## config.mk

```make
export PLATFORM = sky130hd
export DESIGN_NAME = prime_split_descending_sort_unit
export DESIGN_NICKNAME = d
export VERILOG_FILES = /design/src/rtl/psds_pkg.sv /design/src/rtl/prime_split_descending_sort_unit.sv /design/src/rtl/psds_ram.sv /design/src/rtl/psds_prime_test.sv /design/src/rtl/psds_datapath.sv /design/src/rtl/psds_ctrl.sv
export SDC_FILE = /design/constraint.sdc
export NUM_CORES = 2
export LEC_CHECK = 0
export ABC_AREA = 1
export CAP_MARGIN = 0
export CORE_AREA = 2 2 389 237
export DETAILED_ROUTE_END_ITERATION = 10
export DIE_AREA = 0 0 391 239
export DONT_BUFFER_PORTS = 1
export PLACE_DENSITY = 0.75
export SYNTH_ARGS = -nofsm -noshare
export SYNTH_HDL_FRONTEND = slang
export SYNTH_HIERARCHICAL = 1
export SYNTH_SLANG_ARGS = --single-unit
```

## constraint.sdc

```tcl
create_clock -name i_clk -period 20.8 [get_ports i_clk]
set_clock_uncertainty 0.05 [all_clocks]
set_input_delay 3.12 -clock i_clk [delete_from_list [all_inputs] [get_ports i_clk]]
set_output_delay 3.12 -clock i_clk [all_outputs]
set_load 0.05 [all_outputs]
```

## src/rtl/psds_pkg.sv

```systemverilog
`timescale 1ns / 1ps

package psds_pkg;

    // Field width of value and value_res on the stream ports
    localparam int VALUE_W        = 16;
    localparam int DEF_MAX_ITEMS  = 32;
    localparam int DEF_VALUE_BITS = 16;

    // Memory halves: primes in the low half, all other values in the high half
    localparam logic REG_PRIME = 1'b0;
    localparam logic REG_OTHER = 1'b1;

    // Trial divisors: each prime whose square fits in 16 bits, then 257 last
    localparam int PRIME_W     = 9;
    localparam int PRIME_SQ_W  = 2 * PRIME_W;
    localparam int PRIME_NUM   = 55;
    localparam int PRIME_IDX_W = 6;

    localparam logic [PRIME_W-1:0] PRIME_TBL [PRIME_NUM] = '{
        9'd2,   9'd3,   9'd5,   9'd7,   9'd11,  9'd13,  9'd17,  9'd19,  9'd23,  9'd29,
        9'd31,  9'd37,  9'd41,  9'd43,  9'd47,  9'd53,  9'd59,  9'd61,  9'd67,  9'd71,
        9'd73,  9'd79,  9'd83,  9'd89,  9'd97,  9'd101, 9'd103, 9'd107, 9'd109, 9'd113,
        9'd127, 9'd131, 9'd137, 9'd139, 9'd149, 9'd151, 9'd157, 9'd163, 9'd167, 9'd173,
        9'd179, 9'd181, 9'd191, 9'd193, 9'd197, 9'd199, 9'd211, 9'd223, 9'd227, 9'd229,
        9'd233, 9'd239, 9'd241, 9'd251, 9'd257
    };

    // Stored value width: the low VALUE_BITS of the field, at most the field itself
    function automatic int store_w(input int bits);
        return (bits < VALUE_W) ? bits : VALUE_W;
    endfunction

    // Trial divisor lookup, clamped to the last entry
    function automatic logic [PRIME_W-1:0] prime_at(input logic [PRIME_IDX_W-1:0] k);
        logic [PRIME_W-1:0] p;
        p = PRIME_TBL[PRIME_NUM-1];
        if (k < PRIME_IDX_W'(PRIME_NUM)) begin
            p = PRIME_TBL[k];
        end
        return p;
    endfunction

    // Controller to datapath commands
    typedef struct packed {
        logic load;            // input request accepted
        logic cl_rd;           // read raw value for classification
        logic cl_go;           // latch raw value, start prime test
        logic cl_store;        // file classified value into its region
        logic so_begin;        // start sorting the prime region
        logic so_rdi;          // read the head entry of the unsorted tail
        logic so_next_region;  // move sorting to the other region
        logic so_ldi;          // latch head entry, start the scan
        logic so_scan;         // one scan step
        logic so_sw1;          // write the maximum to the head slot
        logic so_sw2;          // write the old head to the maximum's slot
        logic em_init;         // pick first nonempty region for output
        logic em_rd;           // read the next result
        logic em_ld;           // load the output register
        logic clear;           // clear counts and flags
    } t_dp_cmd;

    // Datapath to controller status
    typedef struct packed {
        logic pt_done;         // prime test finished
        logic cl_last;         // current raw entry is the last one
        logic outer_done;      // tail of current region has at most one entry
        logic region;          // region currently sorted
        logic scan_more;       // scan still has entries to read
        logic out_taken;       // output request accepted this cycle
        logic out_last;        // output register holds the final result
    } t_dp_sts;

endpackage

```

## src/rtl/prime_split_descending_sort_unit.sv

```systemverilog
`timescale 1ns / 1ps

// Prime split and descending sort.
// Slave stream: one value per request, tlast closes the set. Values are
// taken one per cycle while the block is loading; tready then drops until
// the whole set has been delivered. Up to MAX_ITEMS values are kept, later
// ones in the same set are dropped and the overflow flag is raised.
// After tlast each value is tested by trial division against a prime table,
// one remainder bit of the SW-bit stored value per cycle (SW is the stored
// width, at most 16), up to 54 primes for a 16-bit value. Each half is then
// selection sorted in place in the shared memory. Master stream: primes
// first, then the rest, each group descending, with tuser carrying the
// prime flag and the overflow flag, tlast on the final result. The next
// result is read and loaded only after the previous one is taken; when the
// receiver stalls the result holds in the output register. After the final
// result is taken the block loads the next set on the following cycle.
// Reset (synchronous) empties the set and returns to loading.
module prime_split_descending_sort_unit #(
    parameter int MAX_ITEMS  = psds_pkg::DEF_MAX_ITEMS,
    parameter int VALUE_BITS = psds_pkg::DEF_VALUE_BITS
) (
    input  logic                         i_clk,
    input  logic                         i_rst_n,
    // slave stream
    input  logic                         i_s_axis_tvalid,
    output logic                         o_s_axis_tready,
    input  logic [psds_pkg::VALUE_W-1:0] i_s_axis_tdata,   // [15:0] value
    input  logic                         i_s_axis_tlast,
    // master stream
    output logic                         o_m_axis_tvalid,
    input  logic                         i_m_axis_tready,
    output logic [psds_pkg::VALUE_W-1:0] o_m_axis_tdata,   // [15:0] value_res
    output logic [1:0]                   o_m_axis_tuser,   // [0] is_prime, [1] overflow
    output logic                         o_m_axis_tlast
);
    import psds_pkg::*;

    t_dp_cmd cmd;
    t_dp_sts sts;
    logic    out_prime, out_ovf;

    psds_ctrl u_ctrl (
        .i_clk      (i_clk),
        .i_rst_n    (i_rst_n),
        .i_in_valid (i_s_axis_tvalid),
        .i_in_last  (i_s_axis_tlast),
        .o_in_ready (o_s_axis_tready),
        .o_cmd      (cmd),
        .i_sts      (sts)
    );

    psds_datapath #(
        .MAX_ITEMS  (MAX_ITEMS),
        .VALUE_BITS (VALUE_BITS)
    ) u_datapath (
        .i_clk       (i_clk),
        .i_rst_n     (i_rst_n),
        .i_cmd       (cmd),
        .o_sts       (sts),
        .i_value     (i_s_axis_tdata),
        .i_out_ready (i_m_axis_tready),
        .o_out_valid (o_m_axis_tvalid),
        .o_out_value (o_m_axis_tdata),
        .o_out_prime (out_prime),
        .o_out_last  (o_m_axis_tlast),
        .o_out_ovf   (out_ovf)
    );

    assign o_m_axis_tuser = {out_ovf, out_prime};

    // Loading and delivery never overlap
    assert property (@(posedge i_clk) disable iff (!i_rst_n)
        o_m_axis_tvalid |-> !o_s_axis_tready)
        else $error("input ready while a result is pending");

    // A set's closing request stops intake
    assert property (@(posedge i_clk) disable iff (!i_rst_n)
        (i_s_axis_tvalid && o_s_axis_tready && i_s_axis_tlast) |=> !o_s_axis_tready)
        else $error("intake continued after the closing request");

    // Taking the final result reopens intake
    assert property (@(posedge i_clk) disable iff (!i_rst_n)
        (o_m_axis_tvalid && i_m_axis_tready && o_m_axis_tlast) |=> o_s_axis_tready)
        else $error("intake not reopened after the final result");

    // Only one memory write source per cycle
    assert property (@(posedge i_clk) disable iff (!i_rst_n)
        $onehot0({cmd.load, cmd.cl_store, cmd.so_sw1, cmd.so_sw2}))
        else $error("conflicting memory writes");

endmodule

```

## src/rtl/psds_ram.sv

```systemverilog
`timescale 1ns / 1ps

module psds_ram #(
    parameter int WIDTH = 16,
    parameter int DEPTH = 64
) (
    input  logic                     i_clk,
    input  logic                     i_we,
    input  logic [$clog2(DEPTH)-1:0] i_waddr,
    input  logic [WIDTH-1:0]         i_wdata,
    input  logic [$clog2(DEPTH)-1:0] i_raddr,
    output logic [WIDTH-1:0]         o_rdata
);

    logic [WIDTH-1:0] r_mem [DEPTH];
    logic [WIDTH-1:0] r_rdata;

    // One write port, one registered read port
    always_ff @(posedge i_clk) begin
        if (i_we) begin
            r_mem[i_waddr] <= i_wdata;
        end
        r_rdata <= r_mem[i_raddr];
    end

    assign o_rdata = r_rdata;

endmodule

```

## src/rtl/psds_prime_test.sv

```systemverilog
`timescale 1ns / 1ps

module psds_prime_test #(
    parameter int VALUE_BITS = psds_pkg::DEF_VALUE_BITS
) (
    input  logic                                       i_clk,
    input  logic                                       i_rst_n,
    input  logic                                       i_start,
    input  logic [psds_pkg::store_w(VALUE_BITS)-1:0]   i_value,
    output logic                                       o_done,
    output logic                                       o_is_prime
);
    import psds_pkg::*;

    localparam int SW    = store_w(VALUE_BITS);
    localparam int BIT_W = $clog2(SW);

    localparam logic [1:0] PT_IDLE  = 2'd0;
    localparam logic [1:0] PT_CHECK = 2'd1;
    localparam logic [1:0] PT_DIV   = 2'd2;
    localparam logic [1:0] PT_DONE  = 2'd3;

    logic [1:0]             r_state, n_state;
    logic [SW-1:0]          r_v, n_v;
    logic [PRIME_IDX_W-1:0] r_k, n_k;
    logic [PRIME_W-1:0]     r_rem, n_rem;
    logic [BIT_W-1:0]       r_bit, n_bit;
    logic                   r_res, n_res;

    logic [PRIME_W-1:0]     p;
    logic [PRIME_SQ_W-1:0]  p_sq;
    logic [PRIME_SQ_W-1:0]  v_ext;
    logic [PRIME_W:0]       rem_sh;
    logic [PRIME_W:0]       rem_sub;

    // Trial division by successive primes, remainder one bit per cycle
    always_comb begin
        p       = prime_at(r_k);
        p_sq    = PRIME_SQ_W'(p) * PRIME_SQ_W'(p);
        v_ext   = PRIME_SQ_W'(r_v);
        rem_sh  = {r_rem, r_v[r_bit]};
        rem_sub = rem_sh - {1'b0, p};

        n_state = r_state;
        n_v     = r_v;
        n_k     = r_k;
        n_rem   = r_rem;
        n_bit   = r_bit;
        n_res   = r_res;

        unique case (r_state)
            PT_IDLE: begin
                if (i_start) begin
                    n_v = i_value;
                    n_k = '0;
                    if (i_value < SW'(2)) begin
                        n_res   = 1'b0;
                        n_state = PT_DONE;
                    end else begin
                        n_state = PT_CHECK;
                    end
                end
            end
            PT_CHECK: begin
                // divisor above the square root: no factor left
                if (p_sq > v_ext) begin
                    n_res   = 1'b1;
                    n_state = PT_DONE;
                end else begin
                    n_rem   = '0;
                    n_bit   = BIT_W'(SW - 1);
                    n_state = PT_DIV;
                end
            end
            PT_DIV: begin
                if (rem_sh >= {1'b0, p}) begin
                    n_rem = rem_sub[PRIME_W-1:0];
                end else begin
                    n_rem = rem_sh[PRIME_W-1:0];
                end
                if (r_bit == '0) begin
                    if (n_rem == '0) begin
                        n_res   = 1'b0;
                        n_state = PT_DONE;
                    end else begin
                        n_k     = r_k + 1'b1;
                        n_state = PT_CHECK;
                    end
                end else begin
                    n_bit = r_bit - 1'b1;
                end
            end
            PT_DONE: begin
                n_state = PT_IDLE;
            end
            default: begin
                n_state = PT_IDLE;
            end
        endcase
    end

    always_ff @(posedge i_clk) begin
        if (!i_rst_n) begin
            r_state <= PT_IDLE;
        end else begin
            r_state <= n_state;
        end
    end

    always_ff @(posedge i_clk) begin
        r_v   <= n_v;
        r_k   <= n_k;
        r_rem <= n_rem;
        r_bit <= n_bit;
        r_res <= n_res;
    end

    assign o_done     = (r_state == PT_DONE);
    assign o_is_prime = r_res;

endmodule

```

## src/rtl/psds_datapath.sv

```systemverilog
`timescale 1ns / 1ps

module psds_datapath #(
    parameter int MAX_ITEMS  = psds_pkg::DEF_MAX_ITEMS,
    parameter int VALUE_BITS = psds_pkg::DEF_VALUE_BITS
) (
    input  logic                         i_clk,
    input  logic                         i_rst_n,
    input  psds_pkg::t_dp_cmd            i_cmd,
    output psds_pkg::t_dp_sts            o_sts,
    input  logic [psds_pkg::VALUE_W-1:0] i_value,
    input  logic                         i_out_ready,
    output logic                         o_out_valid,
    output logic [psds_pkg::VALUE_W-1:0] o_out_value,
    output logic                         o_out_prime,
    output logic                         o_out_last,
    output logic                         o_out_ovf
);
    import psds_pkg::*;

    localparam int SW     = store_w(VALUE_BITS);
    localparam int IDX_W  = (MAX_ITEMS > 1) ? $clog2(MAX_ITEMS) : 1;
    localparam int CNT_W  = $clog2(MAX_ITEMS + 1);
    localparam int ADDR_W = IDX_W + 1;
    localparam int DEPTH  = 2 ** ADDR_W;

    localparam logic [CNT_W-1:0] CNT_MAX = CNT_W'(MAX_ITEMS);

    logic [CNT_W-1:0]  r_n, r_pc, r_oc, r_i, r_j, r_best_idx;
    logic              r_region;
    logic              r_dropped;
    logic [SW-1:0]     r_cur_val, r_best_val;
    logic              r_out_valid;
    logic [SW-1:0]     r_out_data;
    logic              r_out_prime, r_out_last, r_out_ovf;

    logic [SW-1:0]     vin;
    logic [SW-1:0]     rd_data;
    logic              we;
    logic [ADDR_W-1:0] waddr, raddr;
    logic [SW-1:0]     wdata;
    logic [CNT_W-1:0]  c_cur, i_inc, j_prev;
    logic              em_last;
    logic              scan_more;
    logic              out_taken;
    logic              pt_done, pt_prime;
    logic [VALUE_W-1:0] out_ext;

    assign vin       = i_value[SW-1:0];
    assign c_cur     = r_region ? r_oc : r_pc;
    assign i_inc     = r_i + 1'b1;
    assign j_prev    = r_j - 1'b1;
    assign scan_more = (r_j < c_cur);
    assign out_taken = r_out_valid & i_out_ready;
    assign em_last   = (r_region == REG_OTHER) ? (i_inc == r_oc)
                                               : ((i_inc == r_pc) && (r_oc == '0));

    psds_ram #(
        .WIDTH (SW),
        .DEPTH (DEPTH)
    ) u_ram (
        .i_clk   (i_clk),
        .i_we    (we),
        .i_waddr (waddr),
        .i_wdata (wdata),
        .i_raddr (raddr),
        .o_rdata (rd_data)
    );

    psds_prime_test #(
        .VALUE_BITS (VALUE_BITS)
    ) u_prime_test (
        .i_clk      (i_clk),
        .i_rst_n    (i_rst_n),
        .i_start    (i_cmd.cl_go),
        .i_value    (rd_data),
        .o_done     (pt_done),
        .o_is_prime (pt_prime)
    );

    // Memory port steering
    always_comb begin
        we    = 1'b0;
        waddr = {r_region, r_i[IDX_W-1:0]};
        wdata = r_cur_val;
        raddr = {r_region, r_i[IDX_W-1:0]};

        if (i_cmd.load && (r_n < CNT_MAX)) begin
            we    = 1'b1;
            waddr = {REG_OTHER, r_n[IDX_W-1:0]};
            wdata = vin;
        end
        if (i_cmd.cl_rd) begin
            raddr = {REG_OTHER, r_i[IDX_W-1:0]};
        end
        // others compact in place: their slot never passes the read index
        if (i_cmd.cl_store) begin
            we    = 1'b1;
            waddr = pt_prime ? {REG_PRIME, r_pc[IDX_W-1:0]}
                             : {REG_OTHER, r_oc[IDX_W-1:0]};
            wdata = r_cur_val;
        end
        if (i_cmd.so_ldi || i_cmd.so_scan) begin
            raddr = {r_region, r_j[IDX_W-1:0]};
        end
        if (i_cmd.so_sw1) begin
            we    = 1'b1;
            waddr = {r_region, r_i[IDX_W-1:0]};
            wdata = r_best_val;
        end
        if (i_cmd.so_sw2) begin
            we    = 1'b1;
            waddr = {r_region, r_best_idx[IDX_W-1:0]};
            wdata = r_cur_val;
        end
    end

    // Counters, flags and output valid
    always_ff @(posedge i_clk) begin
        if (!i_rst_n) begin
            r_n         <= '0;
            r_pc        <= '0;
            r_oc        <= '0;
            r_i         <= '0;
            r_j         <= '0;
            r_region    <= REG_PRIME;
            r_dropped   <= 1'b0;
            r_out_valid <= 1'b0;
        end else begin
            if (i_cmd.load) begin
                if (r_n < CNT_MAX) begin
                    r_n <= r_n + 1'b1;
                end else begin
                    r_dropped <= 1'b1;
                end
            end
            if (i_cmd.cl_store) begin
                if (pt_prime) begin
                    r_pc <= r_pc + 1'b1;
                end else begin
                    r_oc <= r_oc + 1'b1;
                end
                r_i <= i_inc;
            end
            if (i_cmd.so_begin) begin
                r_region <= REG_PRIME;
                r_i      <= '0;
            end
            if (i_cmd.so_next_region) begin
                r_region <= REG_OTHER;
                r_i      <= '0;
            end
            if (i_cmd.so_rdi) begin
                r_j <= i_inc;
            end
            if (i_cmd.so_ldi || (i_cmd.so_scan && scan_more)) begin
                r_j <= r_j + 1'b1;
            end
            if (i_cmd.so_sw2) begin
                r_i <= i_inc;
            end
            if (i_cmd.em_init) begin
                r_region <= (r_pc == '0) ? REG_OTHER : REG_PRIME;
                r_i      <= '0;
            end
            // output register; emit order walks primes, then others
            if (i_cmd.em_ld) begin
                r_out_valid <= 1'b1;
                if ((r_region == REG_PRIME) && (i_inc == r_pc)) begin
                    r_region <= REG_OTHER;
                    r_i      <= '0;
                end else begin
                    r_i <= i_inc;
                end
            end else if (out_taken) begin
                r_out_valid <= 1'b0;
            end
            if (i_cmd.clear) begin
                r_n       <= '0;
                r_pc      <= '0;
                r_oc      <= '0;
                r_i       <= '0;
                r_dropped <= 1'b0;
            end
        end
    end

    // Value registers
    always_ff @(posedge i_clk) begin
        if (i_cmd.cl_go) begin
            r_cur_val <= rd_data;
        end
        if (i_cmd.so_ldi) begin
            r_cur_val  <= rd_data;
            r_best_val <= rd_data;
            r_best_idx <= r_i;
        end
        // strict compare keeps the first of equal maxima
        if (i_cmd.so_scan && (rd_data > r_best_val)) begin
            r_best_val <= rd_data;
            r_best_idx <= j_prev;
        end
        if (i_cmd.em_ld) begin
            r_out_data  <= rd_data;
            r_out_prime <= (r_region == REG_PRIME);
            r_out_last  <= em_last;
            r_out_ovf   <= r_dropped;
        end
    end

    always_comb begin
        out_ext         = '0;
        out_ext[SW-1:0] = r_out_data;
    end

    assign o_sts.pt_done    = pt_done;
    assign o_sts.cl_last    = (i_inc == r_n);
    assign o_sts.outer_done = (i_inc >= c_cur);
    assign o_sts.region     = r_region;
    assign o_sts.scan_more  = scan_more;
    assign o_sts.out_taken  = out_taken;
    assign o_sts.out_last   = r_out_last;

    assign o_out_valid = r_out_valid;
    assign o_out_value = out_ext;
    assign o_out_prime = r_out_prime;
    assign o_out_last  = r_out_last;
    assign o_out_ovf   = r_out_ovf;

endmodule

```

## src/rtl/psds_ctrl.sv

```systemverilog
`timescale 1ns / 1ps

module psds_ctrl (
    input  logic              i_clk,
    input  logic              i_rst_n,
    input  logic              i_in_valid,
    input  logic              i_in_last,
    output logic              o_in_ready,
    output psds_pkg::t_dp_cmd o_cmd,
    input  psds_pkg::t_dp_sts i_sts
);
    import psds_pkg::*;

    localparam logic [3:0] ST_LOAD     = 4'd0;
    localparam logic [3:0] ST_CL_RD    = 4'd1;
    localparam logic [3:0] ST_CL_GO    = 4'd2;
    localparam logic [3:0] ST_CL_WAIT  = 4'd3;
    localparam logic [3:0] ST_SO_BEGIN = 4'd4;
    localparam logic [3:0] ST_SO_CHK   = 4'd5;
    localparam logic [3:0] ST_SO_LDI   = 4'd6;
    localparam logic [3:0] ST_SO_SCAN  = 4'd7;
    localparam logic [3:0] ST_SO_SW1   = 4'd8;
    localparam logic [3:0] ST_SO_SW2   = 4'd9;
    localparam logic [3:0] ST_EM_INIT  = 4'd10;
    localparam logic [3:0] ST_EM_RD    = 4'd11;
    localparam logic [3:0] ST_EM_LD    = 4'd12;
    localparam logic [3:0] ST_EM_WAIT  = 4'd13;

    logic [3:0] r_state, n_state;

    // Phase sequencing: load, classify, sort both regions, emit
    always_comb begin
        n_state    = r_state;
        o_cmd      = '0;
        o_in_ready = 1'b0;

        unique case (r_state)
            ST_LOAD: begin
                o_in_ready = 1'b1;
                if (i_in_valid) begin
                    o_cmd.load = 1'b1;
                    if (i_in_last) begin
                        n_state = ST_CL_RD;
                    end
                end
            end
            ST_CL_RD: begin
                o_cmd.cl_rd = 1'b1;
                n_state     = ST_CL_GO;
            end
            ST_CL_GO: begin
                o_cmd.cl_go = 1'b1;
                n_state     = ST_CL_WAIT;
            end
            ST_CL_WAIT: begin
                if (i_sts.pt_done) begin
                    o_cmd.cl_store = 1'b1;
                    n_state        = i_sts.cl_last ? ST_SO_BEGIN : ST_CL_RD;
                end
            end
            ST_SO_BEGIN: begin
                o_cmd.so_begin = 1'b1;
                n_state        = ST_SO_CHK;
            end
            ST_SO_CHK: begin
                if (i_sts.outer_done) begin
                    if (i_sts.region == REG_PRIME) begin
                        o_cmd.so_next_region = 1'b1;
                    end else begin
                        n_state = ST_EM_INIT;
                    end
                end else begin
                    o_cmd.so_rdi = 1'b1;
                    n_state      = ST_SO_LDI;
                end
            end
            ST_SO_LDI: begin
                o_cmd.so_ldi = 1'b1;
                n_state      = ST_SO_SCAN;
            end
            ST_SO_SCAN: begin
                o_cmd.so_scan = 1'b1;
                if (!i_sts.scan_more) begin
                    n_state = ST_SO_SW1;
                end
            end
            ST_SO_SW1: begin
                o_cmd.so_sw1 = 1'b1;
                n_state      = ST_SO_SW2;
            end
            ST_SO_SW2: begin
                o_cmd.so_sw2 = 1'b1;
                n_state      = ST_SO_CHK;
            end
            ST_EM_INIT: begin
                o_cmd.em_init = 1'b1;
                n_state       = ST_EM_RD;
            end
            ST_EM_RD: begin
                o_cmd.em_rd = 1'b1;
                n_state     = ST_EM_LD;
            end
            ST_EM_LD: begin
                o_cmd.em_ld = 1'b1;
                n_state     = ST_EM_WAIT;
            end
            ST_EM_WAIT: begin
                if (i_sts.out_taken) begin
                    if (i_sts.out_last) begin
                        o_cmd.clear = 1'b1;
                        n_state     = ST_LOAD;
                    end else begin
                        o_cmd.em_rd = 1'b1;
                        n_state     = ST_EM_LD;
                    end
                end
            end
            default: begin
                n_state = ST_LOAD;
            end
        endcase
    end

    always_ff @(posedge i_clk) begin
        if (!i_rst_n) begin
            r_state <= ST_LOAD;
        end else begin
            r_state <= n_state;
        end
    end

endmodule

```

==> results.yml <==
min_path:
  hold_path.class: "reg2reg"
  hp-start: "u_datapath/r_dropped$_SDFFE_PP0P_"
  hold_depth: 0
  hold_end: "u_datapath/o_out_ovf$_DFFE_PP_"
cts:
  clk_pin_slew_worst_paths_ns: 0.07
  cts_buffers: 103
  htreeDepth: 3
  cts_tree: "built"
  clock-sinks: 1171
  root_buffer: "clkbuf_16"
  clk_latency_ns: 0.72
  cts_hold_buf: 0
  post_cts_resized: 0
  clock_path_buffers: 3
  post_cts_buffers: 0
die:
  die_w_um: 391
  row_count: 86
  die_h_um: 239
  ios: 42
  start_util_pct: 59.2
  die_area_um2: 93400
  core_area_um2: 90400
setup_path:
  crit_arrival_ns: 8.17
  crit_top_cell: "nand2_1"
  r2r_slack_ns: 12.97
  cp-end-kind: "register"
  critPathKind: "reg2reg"
  critical-path-top-delay-family: "adder cells"
  required_ns: 21.14
  crit-reg2reg-launch: "u_datapath/u_prime_test/r_k[1]$_SDFFCE_PN0P_"
  timing.rr.end: "u_datapath/u_prime_test/r_rem[6]$_SDFFCE_PN0P_"
  slowest_delay_ns: 0.59
  path_buf_inv: 8
  crit_slowest_cell: "fa_1"
  ff2ff_path_depth: 38
  cp-start-kind: "register"
  path_max_fanout: 10
sta:
  finalCriticalPeriod_ns: 7.83
  hold_violations: 0
  worstMarginPinSlew_ns: 1.13
  setup_viol: 0
  final.setup.tns_ns: 0
  period_share_pct: 37.6
  rsz0062_at_grt: "no"
  slew_headroom_pct: 24.5
  slew_violations: 0
  max_clock_freq_ghz: 0.128
outcome:
  status: "finished clean"
yosys:
  syn_avg_cell_area_um2: 10.8
  syn_area_um2: 53500
  syn_nets: 5134
  synth_warnings: 6
  synth_cells: 4966
finish:
  final_cell_mix: "1588 x nand2_1, 1116 x edfxtp_1, 963 x nand3_1"
  fillers: 6826
  fin_area_um2: 58000
  syn2layout_area_growth_pct: 8.43
  nets: 5094
  final_common_cell: "nand2_1"
  drive_above_1_share_pct: 7.64
power_and_ir_drop:
  intPower_w: 0.00609
  p_sw_share_pct: 43.7
  powerDensity_nw_per_um2: 186
  irDropWorstVdd_uv: 909
  seqPwrFrac_pct: 28.0
  p_leak_nw: 21.8
  power.share.clock_pct: 18.1
  p_switching_w: 0.00472
  comb_power_share_pct: 53.9
global_route:
  antenna_found_initial: 3
  grt_max_degree: 211
  grt_pass1_vias: 34800
  grt_pass1_wl_mm: 209
  grt_use_total_pct: 29.6
  grt_overflow: 0
routing:
  drt-vias-per-instance: 6.07
  dr.pass1.iters: 6
  wirelength_mm: 139
  wire_per_inst_um: 22.3
  drc: 0
  drtIter0Drc: 6280
  num_vias: 37600
  detail-route-antenna-nets: 0
placement:
  dp_hpwl_mm: 81.5
  portBuffers: 0
  place_congestion: 0.969
  dpl-instance-area_um2: 54600
flow_run:
  cap_viol_max_count: 0
## through the flow
stage | setup slack [ns] | util (%) | std cells | hold slack, ns | total power, W
3_3_place_gp | 13.00 | 60.4 | 6008 | 0.371 | 0.00864
2_1_floorplan | 14.00 | - | 4966 | 0.359 | 0.00734
5_1_grt | 12.39 | 64.2 | 6199 | 0.401 | 0.0117
4_1_cts | 12.94 | 64.2 | 6198 | 0.391 | 0.0107
3_5_place_dp | 12.98 | 60.4 | 6008 | 0.373 | 0.00880
6_report | 12.97 | 64.2 | 6200 | 0.388 | 0.0108
## worst reg2reg max path: cells and delay by family, from the launching register on
family	cells	cell delay (ns)
fa+ha+maj	7	3.09
simple gates	18	2.03
xor+xnor	1	0.16
buf+inv	8	1.01
compound gates	4	0.66
flops	1	0.54
## routing by layer
metal  up-vias  part of all wire, %  GRT usage, %
li1      17100                    -             -
met1     18000                   42          46.1
met2      2365                   42          41.0
met3       245                   14          7.74
met4         0                  2.4          8.01
met5         -                    0             0
## final cells by class
cell class,count,area [µm²],area share (%)
Antenna cell,1,2.50,0.00431
Clock buffer,129,2770,4.77
Clock inverter,61,664,1.14
Inverter,269,1040,1.79
Multi-Input combinational cell,3269,16600,28.6
Sequential cell,1171,34600,59.6
Tap cell,1188,1490,2.56
Timing Repair Buffer,112,853,1.47
## power groups by stage
stage,combinational [W],clock [W],sequential [W]
after floorplan,0.00430,0,0.00305
after global placement,0.00557,0,0.00307
after detailed placement,0.00572,0,0.00307
after CTS,0.00576,0.00197,0.00302
after global routing,0.00664,0.00206,0.00303
final,0.00583,0.00196,0.00302
## sequential cells by signal, summed over array words and instances (netlist names), 6 cells and up
register / count
u_datapath/u_prime_test/r_rem: 9
u_datapath/r_j: 6
u_datapath/u_prime_test/r_k: 6
u_datapath/r_best_val: 16
u_datapath/o_out_value: 16
u_datapath/r_n: 6
u_datapath/r_i: 6
u_datapath/u_ram/r_mem: 1024
u_datapath/u_prime_test/r_v: 16
u_datapath/r_pc: 6
u_datapath/r_oc: 6
u_datapath/r_cur_val: 16
u_datapath/u_ram/o_rdata: 16
## worst max-delay path by stage
| stage | start | endpoint | slack [ns] | depth (start not counted) |
|---|---|---|---|---|
| global placement | u_datapath/u_prime_test/r_k[1]$_SDFFCE_PN0P_ | u_datapath/u_prime_test/r_rem[2]$_SDFFCE_PN0P_ | 13.00 | 37 |
| global route | u_datapath/u_prime_test/r_k[1]$_SDFFCE_PN0P_ | u_datapath/u_prime_test/r_rem[2]$_SDFFCE_PN0P_ | 12.39 | 39 |
| detailed placement | u_datapath/u_prime_test/r_k[1]$_SDFFCE_PN0P_ | u_datapath/u_prime_test/r_rem[6]$_SDFFCE_PN0P_ | 12.98 | 37 |
| floorplan | u_datapath/u_prime_test/r_k[1]$_SDFFCE_PN0P_ | u_datapath/u_prime_test/r_rem[0]$_SDFFCE_PN0P_ | 14.00 | 35 |
| finish | u_datapath/u_prime_test/r_k[1]$_SDFFCE_PN0P_ | u_datapath/u_prime_test/r_rem[6]$_SDFFCE_PN0P_ | 12.97 | 38 |
| CTS | u_datapath/u_prime_test/r_k[1]$_SDFFCE_PN0P_ | u_datapath/u_prime_test/r_rem[6]$_SDFFCE_PN0P_ | 12.94 | 37 |
Note: power is estimated with default switching activity, not from simulation.
